### config.mk
export PLATFORM = sky130hd
export DESIGN_NAME = fnns_sort4
export DESIGN_NICKNAME = d
export VERILOG_FILES = /design/src/rtl/fnns_pkg.sv /design/src/rtl/fnns_sort4.sv
export SDC_FILE = /design/constraint.sdc
export NUM_CORES = 1
export LEC_CHECK = 0
export BUFFER_PORTS_ARGS = -buffer_cell sky130_fd_sc_hd__buf_2
export CAP_MARGIN = 20
export CORE_UTILIZATION = 50
export DETAILED_ROUTE_END_ITERATION = 7
export PLACE_DENSITY = 0.83
export SLEW_MARGIN = 20
export SYNTH_ARGS = -nofsm -noshare
export SYNTH_HDL_FRONTEND = slang
export SYNTH_SLANG_ARGS = --single-unit
### constraint.sdc
create_clock -name clk -period 3.4 [get_ports clk]
set_clock_uncertainty 0.2 [all_clocks]
set_input_delay 0.17 -clock clk [delete_from_list [all_inputs] [get_ports clk]]
set_output_delay 0.17 -clock clk [all_outputs]
set_load 0.01 [all_outputs]
### src/rtl/fnns_pkg.sv
package fnns_pkg;

    localparam int COORD_BITS   = 16;
    localparam int INDEX_BITS   = 11;
    localparam int COUNT_BITS   = 12;
    localparam int ROOT_BITS    = COORD_BITS + 1;
    localparam int DIST_SQ_BITS = 2 * COORD_BITS + 1;
    localparam int SQ_OP_BITS   = 2 * ROOT_BITS;
    localparam int FOUND_BITS   = 3;
    localparam int NUM_NEAR     = 4;

    typedef enum logic
    {
        OP_LOAD  = 1'b0,
        OP_QUERY = 1'b1
    } op_t;

    typedef logic [COORD_BITS-1:0]   coord_t;
    typedef logic [INDEX_BITS-1:0]   index_t;
    typedef logic [COUNT_BITS-1:0]   count_t;
    typedef logic [ROOT_BITS-1:0]    root_t;
    typedef logic [DIST_SQ_BITS-1:0] dist_sq_t;
    typedef logic [SQ_OP_BITS-1:0]   sq_op_t;
    typedef logic [FOUND_BITS-1:0]   found_t;

    typedef dist_sq_t [NUM_NEAR-1:0] dist_list_t;
    typedef index_t   [NUM_NEAR-1:0] index_list_t;
    typedef root_t    [NUM_NEAR-1:0] root_list_t;

    typedef struct packed
    {
        coord_t x;
        coord_t y;
    } point_t;

    typedef struct packed
    {
        op_t    opcode;
        index_t point_index;
        coord_t x_coord;
        coord_t y_coord;
        count_t point_count;
    } req_t;

    typedef struct packed
    {
        root_t  dist_first;
        root_t  dist_second;
        root_t  dist_third;
        root_t  dist_fourth;
        index_t index_first;
        index_t index_second;
        index_t index_third;
        index_t index_fourth;
        found_t found_count;
    } rsp_t;

    // candidate from the distance pipeline, plus the list clear, handed to the sorted list
    typedef struct packed
    {
        logic     clear;
        logic     insert;
        dist_sq_t dist_sq;
        index_t   index;
    } sort_ctl_t;

endpackage

### src/rtl/fnns_sort4.sv
module fnns_sort4 (
    input  logic                  clk,
    input  logic                  rst_n,
    input  fnns_pkg::sort_ctl_t   ctl,
    output fnns_pkg::dist_list_t  dist_list,
    output fnns_pkg::index_list_t index_list,
    output fnns_pkg::found_t      found
);
    import fnns_pkg::*;

    dist_list_t  dist_reg;
    dist_list_t  dist_next;
    index_list_t idx_reg;
    index_list_t idx_next;
    found_t      found_reg;
    logic [NUM_NEAR:0] ltx;

    // ltx[k+1]: candidate ranks ahead of slot k (empty slots always lose).
    // Strict compare keeps the earlier point ahead on a tie.
    always_comb
    begin
        ltx[0] = 1'b0;
        for (int k = 0; k < NUM_NEAR; k++)
        begin
            ltx[k+1] = (FOUND_BITS'(k) >= found_reg) || (ctl.dist_sq < dist_reg[k]);
        end
        for (int k = 0; k < NUM_NEAR; k++)
        begin
            if (!ltx[k+1])
            begin
                dist_next[k] = dist_reg[k];
                idx_next[k]  = idx_reg[k];
            end
            else if (ltx[k])
            begin
                dist_next[k] = dist_reg[(k == 0) ? 0 : k - 1];
                idx_next[k]  = idx_reg[(k == 0) ? 0 : k - 1];
            end
            else
            begin
                dist_next[k] = ctl.dist_sq;
                idx_next[k]  = ctl.index;
            end
        end
    end

    always_ff @(posedge clk or negedge rst_n)
    begin
        if (!rst_n)
        begin
            found_reg <= '0;
        end
        else if (ctl.clear)
        begin
            found_reg <= '0;
        end
        else if (ctl.insert && ltx[NUM_NEAR] && found_reg != FOUND_BITS'(NUM_NEAR))
        begin
            found_reg <= found_reg + 1'b1;
        end
    end

    always_ff @(posedge clk)
    begin
        if (ctl.clear)
        begin
            dist_reg <= '0;
            idx_reg  <= '0;
        end
        else if (ctl.insert)
        begin
            dist_reg <= dist_next;
            idx_reg  <= idx_next;
        end
    end

    assign dist_list  = dist_reg;
    assign index_list = idx_reg;
    assign found      = found_reg;

    a_found_max: assert property (@(posedge clk) disable iff (!rst_n)
        found_reg <= FOUND_BITS'(NUM_NEAR))
        else $error("neighbor count above four");

    a_sorted: assert property (@(posedge clk) disable iff (!rst_n)
        (found_reg >= FOUND_BITS'(2) |-> dist_reg[0] <= dist_reg[1]) and
        (found_reg >= FOUND_BITS'(3) |-> dist_reg[1] <= dist_reg[2]) and
        (found_reg >= FOUND_BITS'(4) |-> dist_reg[2] <= dist_reg[3]))
        else $error("neighbor list out of order");

endmodule

==> flow_summary.json <==
{
  "outcome": "complete, no violations",
  "coreArea_mm2": 0.0213,
  "relSlewSlack_pct": 50.3,
  "grt_max_degree": 69,
  "cts_tree": "done",
  "worstPathMaxFanout": 22,
  "syn_area_per_cell_um2": 8.89,
  "synth.cell_area_mm2": 0.0110,
  "crit_slowest_cell": "dlygate4sd3_1",
  "clock.fmax_mhz": 307,
  "synth_compound_area_share_pct": 17.7,
  "min_period_ns": 3.26,
  "final_cell_count_no_fill": 1766,
  "worstSetupEndpointType": "flip-flop",
  "final_cell_mix": "225 x buf_2, 176 x dfxtp_1, 175 x mux2i_1",
  "root_buffer": "clkbuf_16",
  "io_pins": 227,
  "wl_per_cell_um": 18.4,
  "final_common_cell": "buf_2",
  "synthArstFlopShare_pct": 1.68,
  "cp_cell_sequence": "dlygate4sd3_1, buf_2, ha_1, nand4_1, nor3_1, nand2_1, o22ai_1, o32ai_4, buf_6, mux2i_1, a211oi_1",
  "worst_setup_path_start_kind": "primary input",
  "min-delay-start": "ctl[18]",
  "postRouteAntennaNets": 0,
  "vias": 10200,
  "clkSinkCount": 179,
  "synthMuxAreaShare_pct": 16.0,
  "netlist_instances": 1234,
  "ys.warnings.count": 0,
  "ys.flop_type": "dfxtp_1",
  "synth_cell_types": 54,
  "synth_xor_xnor_area_share_pct": 0.0799,
  "largest_reg_flops": 132,
  "worst_pin_slew_ns": 0.746,
  "hold_viol_final": 0,
  "fin_crit_sh_pct": 95.9,
  "tns_ns": 0,
  "ys_top_cells_by_area": "dfxtp_1 32%, mux2i_1 16%, ha_1 15%",
  "drc": 0,
  "syn-num-nets": 1413,
  "yosysSeqAreaShare_pct": 32.8,
  "dp.cells": 1688,
  "post-cts-setup-buffer-count": 0,
  "cts_made_buffers": 17,
  "criticalPathCategory": "in2reg",
  "yosys.area.top_type": "dfxtp_1",
  "die_h_um": 150,
  "drive_gt1_share_pct": 19.7,
  "critPathMaxStageDelay_ns": 0.54,
  "grt_antenna_before_repair": 0,
  "htree_levels": 4,
  "slew_violations": 0,
  "rsz0062_at_grt": "false",
  "r2r_start": "dist_list[31]",
  "path_delay_family": "buffers and inverters",
  "nets": 1657,
  "yosys_register_bits": 179,
  "path_buf_inv": 3,
  "first_iter_violations": 683,
  "finalSetupViolCount": 0,
  "synth_edf_count": 0,
  "routabilityCongestion": 0.851,
  "die_w_um": 150,
  "r2r_end": "dist_list[26]",
  "synth_fa_ha_area_share_pct": 14.9,
  "diodes": 0,
  "hold_depth": 4,
  "synth_top_family_by_area": "compound AO/OA/AOI/OAI gates",
  "hp-class": "in2reg",
  "yosysTopAreaCellShare_pct": 32.1,
  "ir_drop_mv": 0.359,
  "hold_path_end": "dist_list[7]",
  "clkLatencyLatePin_ns": 0.44,
  "synthSimpleGateAreaFrac_pct": 9.80,
  "leakage_nw": 6.76,
  "final_core_util_pct": 62.6,
  "gr-total-overflow": 0,
  "area_growth_pct": 21.5,
  "reg2regPathDepth": 9,
  "worstPathArrival_ns": 3.40,
  "dp_hpwl_mm": 22.6,
  "r2r_slack_ns": 0.18,
  "cp.required_ns": 3.54,
  "maxCapViolations": 0,
  "holdWs_ns": 0.00989,
  "start_util_pct": 51.5,
  "track_usage_pct": 28.8,
  "p_per_area_mw_per_mm2": 453,
  "route.final.wire_length_mm": 32.5,
  "rows": 53,
  "cts.clk_slew.worst_paths_ns": 0.07,
  "die_area_mm2": 0.0225,
  "grt_pass1_wl_mm": 50.7,
  "clockBufferDepth": 2,
  "dr.pass1.iters": 5,
  "worst-path-stages": 11,
  "grt_pass1_vias": 9826,
  "viasPerCell": 5.79,
  "portBuffers": 226
}
==> repair_timing <==
item	4_1_cts	5_1_grt
hold buffers	45	0
endpoints found under the setup margin	0	88
endpoints found under the hold margin	160	0
resized for setup	0	4
==> metrics by stage <==
step	instance area [um^2]	total power [mW]	setup slack (ns)
finish	13300	6.04	0.138
global route	13300	6.36	0.0362
CTS	13300	6.05	0.00335
detailed placement	12300	4.15	0.0341
global placement	12300	4.07	0.219
floorplan	11000	3.57	0.590
==> worst min-delay path: stages <==
cell and delay, ns:
buf_2 0.11, buf_4 0.17, mux2i_1 0.08, nor2_1 0.08
==> power breakdown <==
group | leakage (nW) | total (mW) | switching, mW | internal, mW
registers | 1.49 | 2.50 | 0.200 | 2.29
logic | 5.00 | 1.68 | 0.968 | 0.713
clock network | 0.267 | 1.87 | 0.895 | 0.970
==> area by class of cell <==
| class | instances | area (um^2) |
|---|---|---|
| clock inverter | 12 | 98.8 |
| sequential | 179 | 3600 |
| timing repair buffer | 296 | 1840 |
| multi-input combinational | 847 | 6490 |
| clock buffer | 20 | 447 |
| fill | 1700 | 7960 |
| inverter | 137 | 514 |
| tap | 275 | 344 |
==> per-layer routing <==
layer | part of all wire [%] | up-vias | global-route usage [%]
li1 | - | 4929 | -
met1 | 41 | 4817 | 35.2
met2 | 48 | 401 | 49.3
met3 | 7.2 | 76 | 5.55
met4 | 3.1 | 0 | 11.9
met5 | 0 | - | 0
==> cells in the mapped netlist (2+ instances only) <==
| cell type | n |
|---|---|
| dfxtp_1 | 176 |
| mux2i_1 | 175 |
| nor2_1 | 145 |
| a211oi_1 | 137 |
| inv_1 | 137 |
| ha_1 | 131 |
| a21oi_1 | 102 |
| nand2_1 | 36 |
| clkbuf_1 | 35 |
| buf_2 | 22 |
| o21ai_0 | 20 |
| nand3_1 | 19 |
| nand4_1 | 18 |
| nor3_1 | 8 |
| a221oi_1 | 6 |
| buf_12 | 5 |
| buf_4 | 5 |
| buf_6 | 5 |
| nor4_1 | 4 |
| o21ai_1 | 4 |
| a21o_1 | 3 |
| and4_1 | 3 |
| dfrtp_1 | 3 |
| nand2b_1 | 3 |
| a22oi_1 | 2 |
| nand3b_1 | 2 |
==> worst max-delay path by stage <==
stage | start | endpoint | slack [ns]
after floorplan | dist_list[31] | dist_list[36] | 0.59
after global placement | dist_list[2] | dist_list[56] | 0.22
after detailed placement | dist_list[2] | dist_list[63] | 0.03
after CTS | dist_list[2] | dist_list[63] | 0.003
after global routing | dist_list[82] | dist_list[114] | 0.04
final | ctl[43] | dist_list[79] | 0.14
==> kinds of logic (layout without fill, tap and decap cells) <==
logic type | Yosys count | count (layout)
buffers and inverters | 209 | 465
muxes | 175 | 175
xor gates and xnor gates | 1 | 1
adders and majority gates | 131 | 131
DFF | 179 | 179
AOI/OAI and AO/OA | 294 | 294
and+or+nand+nor | 245 | 246
(Power assumes the default switching activity.)
