===== src/rtl/fnns_pkg.sv =====
package fnns_pkg;

    localparam int COORD_BITS   = 16;
    localparam int INDEX_BITS   = 11;
    localparam int COUNT_BITS   = 12;
    localparam int ROOT_BITS    = COORD_BITS + 1;
    localparam int DIST_SQ_BITS = 2 * COORD_BITS + 1;
    localparam int SQ_OP_BITS   = 2 * ROOT_BITS;
    localparam int FOUND_BITS   = 3;
    localparam int NUM_NEAR     = 4;

    typedef enum logic
    {
        OP_LOAD  = 1'b0,
        OP_QUERY = 1'b1
    } op_t;

    typedef logic [COORD_BITS-1:0]   coord_t;
    typedef logic [INDEX_BITS-1:0]   index_t;
    typedef logic [COUNT_BITS-1:0]   count_t;
    typedef logic [ROOT_BITS-1:0]    root_t;
    typedef logic [DIST_SQ_BITS-1:0] dist_sq_t;
    typedef logic [SQ_OP_BITS-1:0]   sq_op_t;
    typedef logic [FOUND_BITS-1:0]   found_t;

    typedef dist_sq_t [NUM_NEAR-1:0] dist_list_t;
    typedef index_t   [NUM_NEAR-1:0] index_list_t;
    typedef root_t    [NUM_NEAR-1:0] root_list_t;

    typedef struct packed
    {
        coord_t x;
        coord_t y;
    } point_t;

    typedef struct packed
    {
        op_t    opcode;
        index_t point_index;
        coord_t x_coord;
        coord_t y_coord;
        count_t point_count;
    } req_t;

    typedef struct packed
    {
        root_t  dist_first;
        root_t  dist_second;
        root_t  dist_third;
        root_t  dist_fourth;
        index_t index_first;
        index_t index_second;
        index_t index_third;
        index_t index_fourth;
        found_t found_count;
    } rsp_t;

    // candidate from the distance pipeline, plus the list clear, handed to the sorted list
    typedef struct packed
    {
        logic     clear;
        logic     insert;
        dist_sq_t dist_sq;
        index_t   index;
    } sort_ctl_t;

endpackage


===== src/rtl/fnns_isqrt.sv =====
module fnns_isqrt (
    input  logic             clk,
    input  logic             rst_n,
    input  logic             start,
    input  fnns_pkg::sq_op_t operand,
    output logic             done,
    output fnns_pkg::root_t  root
);
    import fnns_pkg::*;

    localparam int REM_BITS  = ROOT_BITS + 1;
    localparam int STEP_BITS = $clog2(ROOT_BITS);

    logic                 busy_reg;
    logic                 done_reg;
    logic [STEP_BITS-1:0] step_reg;
    logic [REM_BITS-1:0]  rem_reg;
    root_t                root_reg;
    sq_op_t               op_reg;
    logic [REM_BITS+1:0]  r_shift;
    logic [REM_BITS+1:0]  trial;
    logic                 ge;

    // one result bit per cycle: bring down two operand bits, try 4q+1
    always_comb
    begin
        r_shift = {rem_reg, op_reg[SQ_OP_BITS-1 -: 2]};
        trial   = (REM_BITS+2)'({root_reg, 2'b01});
        ge      = r_shift >= trial;
    end

    always_ff @(posedge clk or negedge rst_n)
    begin
        if (!rst_n)
        begin
            busy_reg <= 1'b0;
            done_reg <= 1'b0;
        end
        else
        begin
            done_reg <= 1'b0;
            if (start)
            begin
                busy_reg <= 1'b1;
            end
            else if (busy_reg && step_reg == '0)
            begin
                busy_reg <= 1'b0;
                done_reg <= 1'b1;
            end
        end
    end

    always_ff @(posedge clk)
    begin
        if (start)
        begin
            op_reg   <= operand;
            rem_reg  <= '0;
            root_reg <= '0;
            step_reg <= STEP_BITS'(ROOT_BITS - 1);
        end
        else if (busy_reg)
        begin
            op_reg   <= op_reg << 2;
            rem_reg  <= ge ? REM_BITS'(r_shift - trial) : REM_BITS'(r_shift);
            root_reg <= {root_reg[ROOT_BITS-2:0], ge};
            step_reg <= step_reg - 1'b1;
        end
    end

    assign done = done_reg;
    assign root = root_reg;

    a_start_idle: assert property (@(posedge clk) disable iff (!rst_n)
        start |-> !busy_reg)
        else $error("square root started while busy");

    a_done_after_busy: assert property (@(posedge clk) disable iff (!rst_n)
        done_reg |-> !busy_reg && $past(busy_reg))
        else $error("square root done without a run");

endmodule

===== config.mk =====
export PLATFORM = sky130hd
export DESIGN_NAME = fnns_isqrt
export DESIGN_NICKNAME = d
export VERILOG_FILES = /design/src/rtl/fnns_pkg.sv /design/src/rtl/fnns_isqrt.sv
export SDC_FILE = /design/constraint.sdc
export NUM_CORES = 1
export LEC_CHECK = 0
export ABC_AREA = 1
export BUFFER_PORTS_ARGS = -buffer_cell sky130_fd_sc_hd__buf_2
export CORE_UTILIZATION = 40
export DETAILED_ROUTE_END_ITERATION = 8
export GPL_ROUTABILITY_DRIVEN = 0
export HOLD_SLACK_MARGIN = 0.1
export PLACE_DENSITY_LB_ADDON = 0.1
export REMOVE_ABC_BUFFERS = 1
export SLEW_MARGIN = 5
export SYNTH_ARGS = -nofsm -noshare
export SYNTH_HDL_FRONTEND = slang
export SYNTH_SLANG_ARGS = --single-unit

===== constraint.sdc =====
create_clock -name clk -period 2.5 [get_ports clk]
set_input_delay 0.25 -clock clk [delete_from_list [all_inputs] [get_ports clk]]
set_output_delay 0.25 -clock clk [all_outputs]
set_load 0.02 [all_outputs]

==> results.yml <==
critical_path:
  reg2reg_depth: 13
  worst_setup_path_startpoint: "root[10]"
  crit_path_start_kind: "register"
  worstSetupPathType: "register to register"
  r2r_start: "root[10]"
  worstPathMaxFanout: 15
  worst-r2r-setup-slack_ns: 0.35
  required_time_of_the_worst_setup_path_ns: 2.79
  regToRegEndpoint: "rem_reg[12]"
  crit_path_dat_ns: 2.44
  timing.critical_path.to_type: "register"
yosys:
  synthTopCellsByCount: "sky130_fd_sc_hd__nand2_1, sky130_fd_sc_hd__inv_1, sky130_fd_sc_hd__dfxtp_1"
  xor_and_xnor_fraction_of_the_mapped_netlist_area: 0.0125
  synth_mux_area_frac: 0
  yosys_register_bits: 76
  synth_async_sr_flop_share: 0.0263
  synth_adder_area_share: 0.0596
  synth_top_area_share: 0.243
  gate_count_post_synth: 571
  synth_area_per_cell_sq_um: 7.36
  top_reg_cell_synth: "sky130_fd_sc_hd__dfxtp_1"
  synth_edf_count: 34
  ys_warnings: 0
  seq_area_frac_synth: 0.446
  synth.lib_cells_used.distinct: 38
  synth_area_leader_cell: "sky130_fd_sc_hd__edfxtp_1"
  synth_top_family_by_area: "simple AND/OR/NAND/NOR gates"
  synthMostInstantiatedCell: "sky130_fd_sc_hd__nand2_1"
  compound_gate_portion_of_the_synthesized_area: 0.0795
  synth_top_cells_by_area: "sky130_fd_sc_hd__edfxtp_1, sky130_fd_sc_hd__nand2_1, sky130_fd_sc_hd__dfxtp_1"
  simple_gate_portion_of_the_synthesized_area: 0.314
  synth.cell_area_sq_um: 4200
place:
  io_buffer_count: 54
  post_dp_hpwl_um: 7020
cells_and_area:
  postLayoutCoreUtil: 0.479
  largest_register_ff_count: 34
  diodes: 0
  layout.nets: 687
  final_layout_size_suffix_gt1_frac: 0.151
  area_growth_pct: 16.7
global_routing:
  grtUsageTotal: 0.184
  grt_overflow: 0
  grt_pass1_wl_um: 16000
  number_of_global_route_vias_before_repair: 3506
  grt_max_degree: 40
  number_of_antenna_violations_at_the_first_check_in_global_routing: 0
clock_network:
  clk_root_buffer_cell: "sky130_fd_sc_hd__clkbuf_8"
  clk_pin_slew_ns: 0.10
  cts.sinks: 76
  cts_buffers: 9
  htreeDepth: 3
  clk_path_buf_depth: 2
  insertion_delay_of_the_later_clocked_pin_in_the_worst_skew_pair_ns: 0.35
  cts_tree: "done"
  cts.repair_timing.setup_buffer_count: 0
sta:
  max-slew-margin-rel: 0.233
  final.setup_skew_ns: 0.0160
  worst-slew-pin-transition_ns: 1.15
  max_freq_mhz: 465
  finalCritPeriodShare: 0.860
  report.final.hold_viol_count: 0
  fin_tns_setup_ns: 0
  setup-violations-final: 0
  min_period_ns: 2.15
  slew_violations: 0
  rsz_0062_raised_after_global_routing: "false"
power:
  total_switching_power_mw: 2.52
  cellLeakagePower_nw: 2.53
  power_report.internal_total_mw: 3.35
  powerDensity_nw_per_um2: 1200
  ir_drop_v: 0.000348
  pwr-share-clk: 0.199
  switching_share: 0.429
  comb_power_share: 0.503
  p_seq_frac: 0.298
  p_total_mw: 5.88
floorplanning:
  placementRows: 37
  start_util: 0.411
  pin_count: 55
  floorplan.die.height_um: 104
  die_width_um: 104
  core_area_sq_um: 10200
  fp.dieArea_sq_um: 10900
drt:
  route.vias.total: 3642
  drt_iter0_drc: 120
  dr.pass1.iters: 5
  wl_um: 9450
  viasPerCell: 4.72
  drt.antenna.violating_nets: 0
  drc: 0
  detail_route.wl_per_cell_um: 12.3
run_status:
  outcome: "finished clean"
flow_run:
  max_cap_violations: 0
min_path:
  hold_end: "op_reg[1]"
  min_from: "operand[1]"
  hold_path_depth: 3
  worstHoldPathType: "input pin to register"
## power groups by stage
| stage | Clock [mW] | Combinational, mW | Sequential, mW |
|---|---|---|---|
| 2_1_floorplan | 0 | 2.21 | 1.76 |
| 3_3_place_gp | 0 | 2.90 | 1.77 |
| 3_5_place_dp | 0 | 2.91 | 1.77 |
| 4_1_cts | 1.19 | 2.93 | 1.75 |
| 5_1_grt | 1.25 | 3.40 | 1.78 |
| 6_report | 1.17 | 2.96 | 1.75 |
## timing repair
action                                  in CTS  in global routing
gates resized for setup                      0                  1
endpoints found under the setup margin       0                  1
hold buffers                                 1                  0
endpoints found under the hold margin        2                  0
## layout by cell type (no fill, tap or decap), drive strengths merged
master,n
clkbuf,9
inv,77
or2,3
and3,1
dlygate4sd3,1
o211ai,7
xor2,4
dfrtp,2
bufinv,3
nand2,231
o21a,1
nand3b,1
nand4,11
o22ai,17
and2,1
nor3,2
a21oi,21
o31ai,1
edfxtp,34
a31oi,1
ha,20
clkinv,3
o21ai,9
buf,65
nand3,33
nor2,35
dfxtp,40
xnor2,2
## metal layers
layer / part of all wire / track usage / vias up / routed length (um)
met2: 0.45 / 0.298 / 54 / 4230
met1: 0.50 / 0.240 / 1631 / 4740
li1: - / - / 1949 / -
met5: 0 / 0 / - / 0
met4: 0.010 / 0.0582 / 0 / 99
met3: 0.040 / 0.0426 / 8 / 377
## logic make-up (layout without fill, tap and decap cells)
group,count (synthesis),count (layout)
DFF,76,76
adders and majority gates,20,20
and+or+nand+nor,318,318
buffers and inverters,94,158
AOI/OAI and AO/OA,57,57
xor gates and xnor gates,6,6
## worst max-delay path by stage
stage	to	slack [ns]	cells past startpoint
2_1_floorplan	op_reg[0]	0.02	2
3_3_place_gp	rem_reg[16]	0.34	15
3_5_place_dp	rem_reg[16]	0.30	15
4_1_cts	rem_reg[6]	0.28	13
6_report	rem_reg[12]	0.35	13
5_1_grt	rem_reg[12]	0.09	13
## worst max-delay path, stage by stage, from the launching register on
cell and delay, ns:
sky130_fd_sc_hd__dfxtp_1 0.34, sky130_fd_sc_hd__inv_1 0.08, sky130_fd_sc_hd__ha_1 0.40, sky130_fd_sc_hd__nand2_2 0.09, sky130_fd_sc_hd__nor2_2 0.16, sky130_fd_sc_hd__inv_1 0.09
sky130_fd_sc_hd__nor2_4 0.12, sky130_fd_sc_hd__nand3_2 0.10, sky130_fd_sc_hd__nand4_4 0.18, sky130_fd_sc_hd__buf_4 0.23, sky130_fd_sc_hd__nand3_1 0.10, sky130_fd_sc_hd__nand3_1 0.07
sky130_fd_sc_hd__nand2_1 0.05, sky130_fd_sc_hd__inv_1 0.09
## cell type report
cell class	instances	area [sq um]
Fill cell	1057	5330
Multi-Input combinational cell	401	1960
Sequential cell	76	1870
Timing Repair Buffer	66	363
Inverter	76	285
Tap cell	136	170
Clock buffer	9	124
Clock inverter	7	123
## metrics by stage
| step | setup slack (ns) | instance area [sq um] | hold slack [ns] | std cells |
|---|---|---|---|---|
| floorplan | 0.0184 | 4110 | -0.0456 | 553 |
| global placement | 0.342 | 4630 | 0.0356 | 754 |
| detailed placement | 0.295 | 4630 | 0.0356 | 754 |
| CTS | 0.282 | 4890 | 0.148 | 771 |
| global route | 0.0870 | 4900 | 0.142 | 771 |
| finish | 0.349 | 4900 | 0.151 | 771 |
Power figures use the tool's default switching activity.
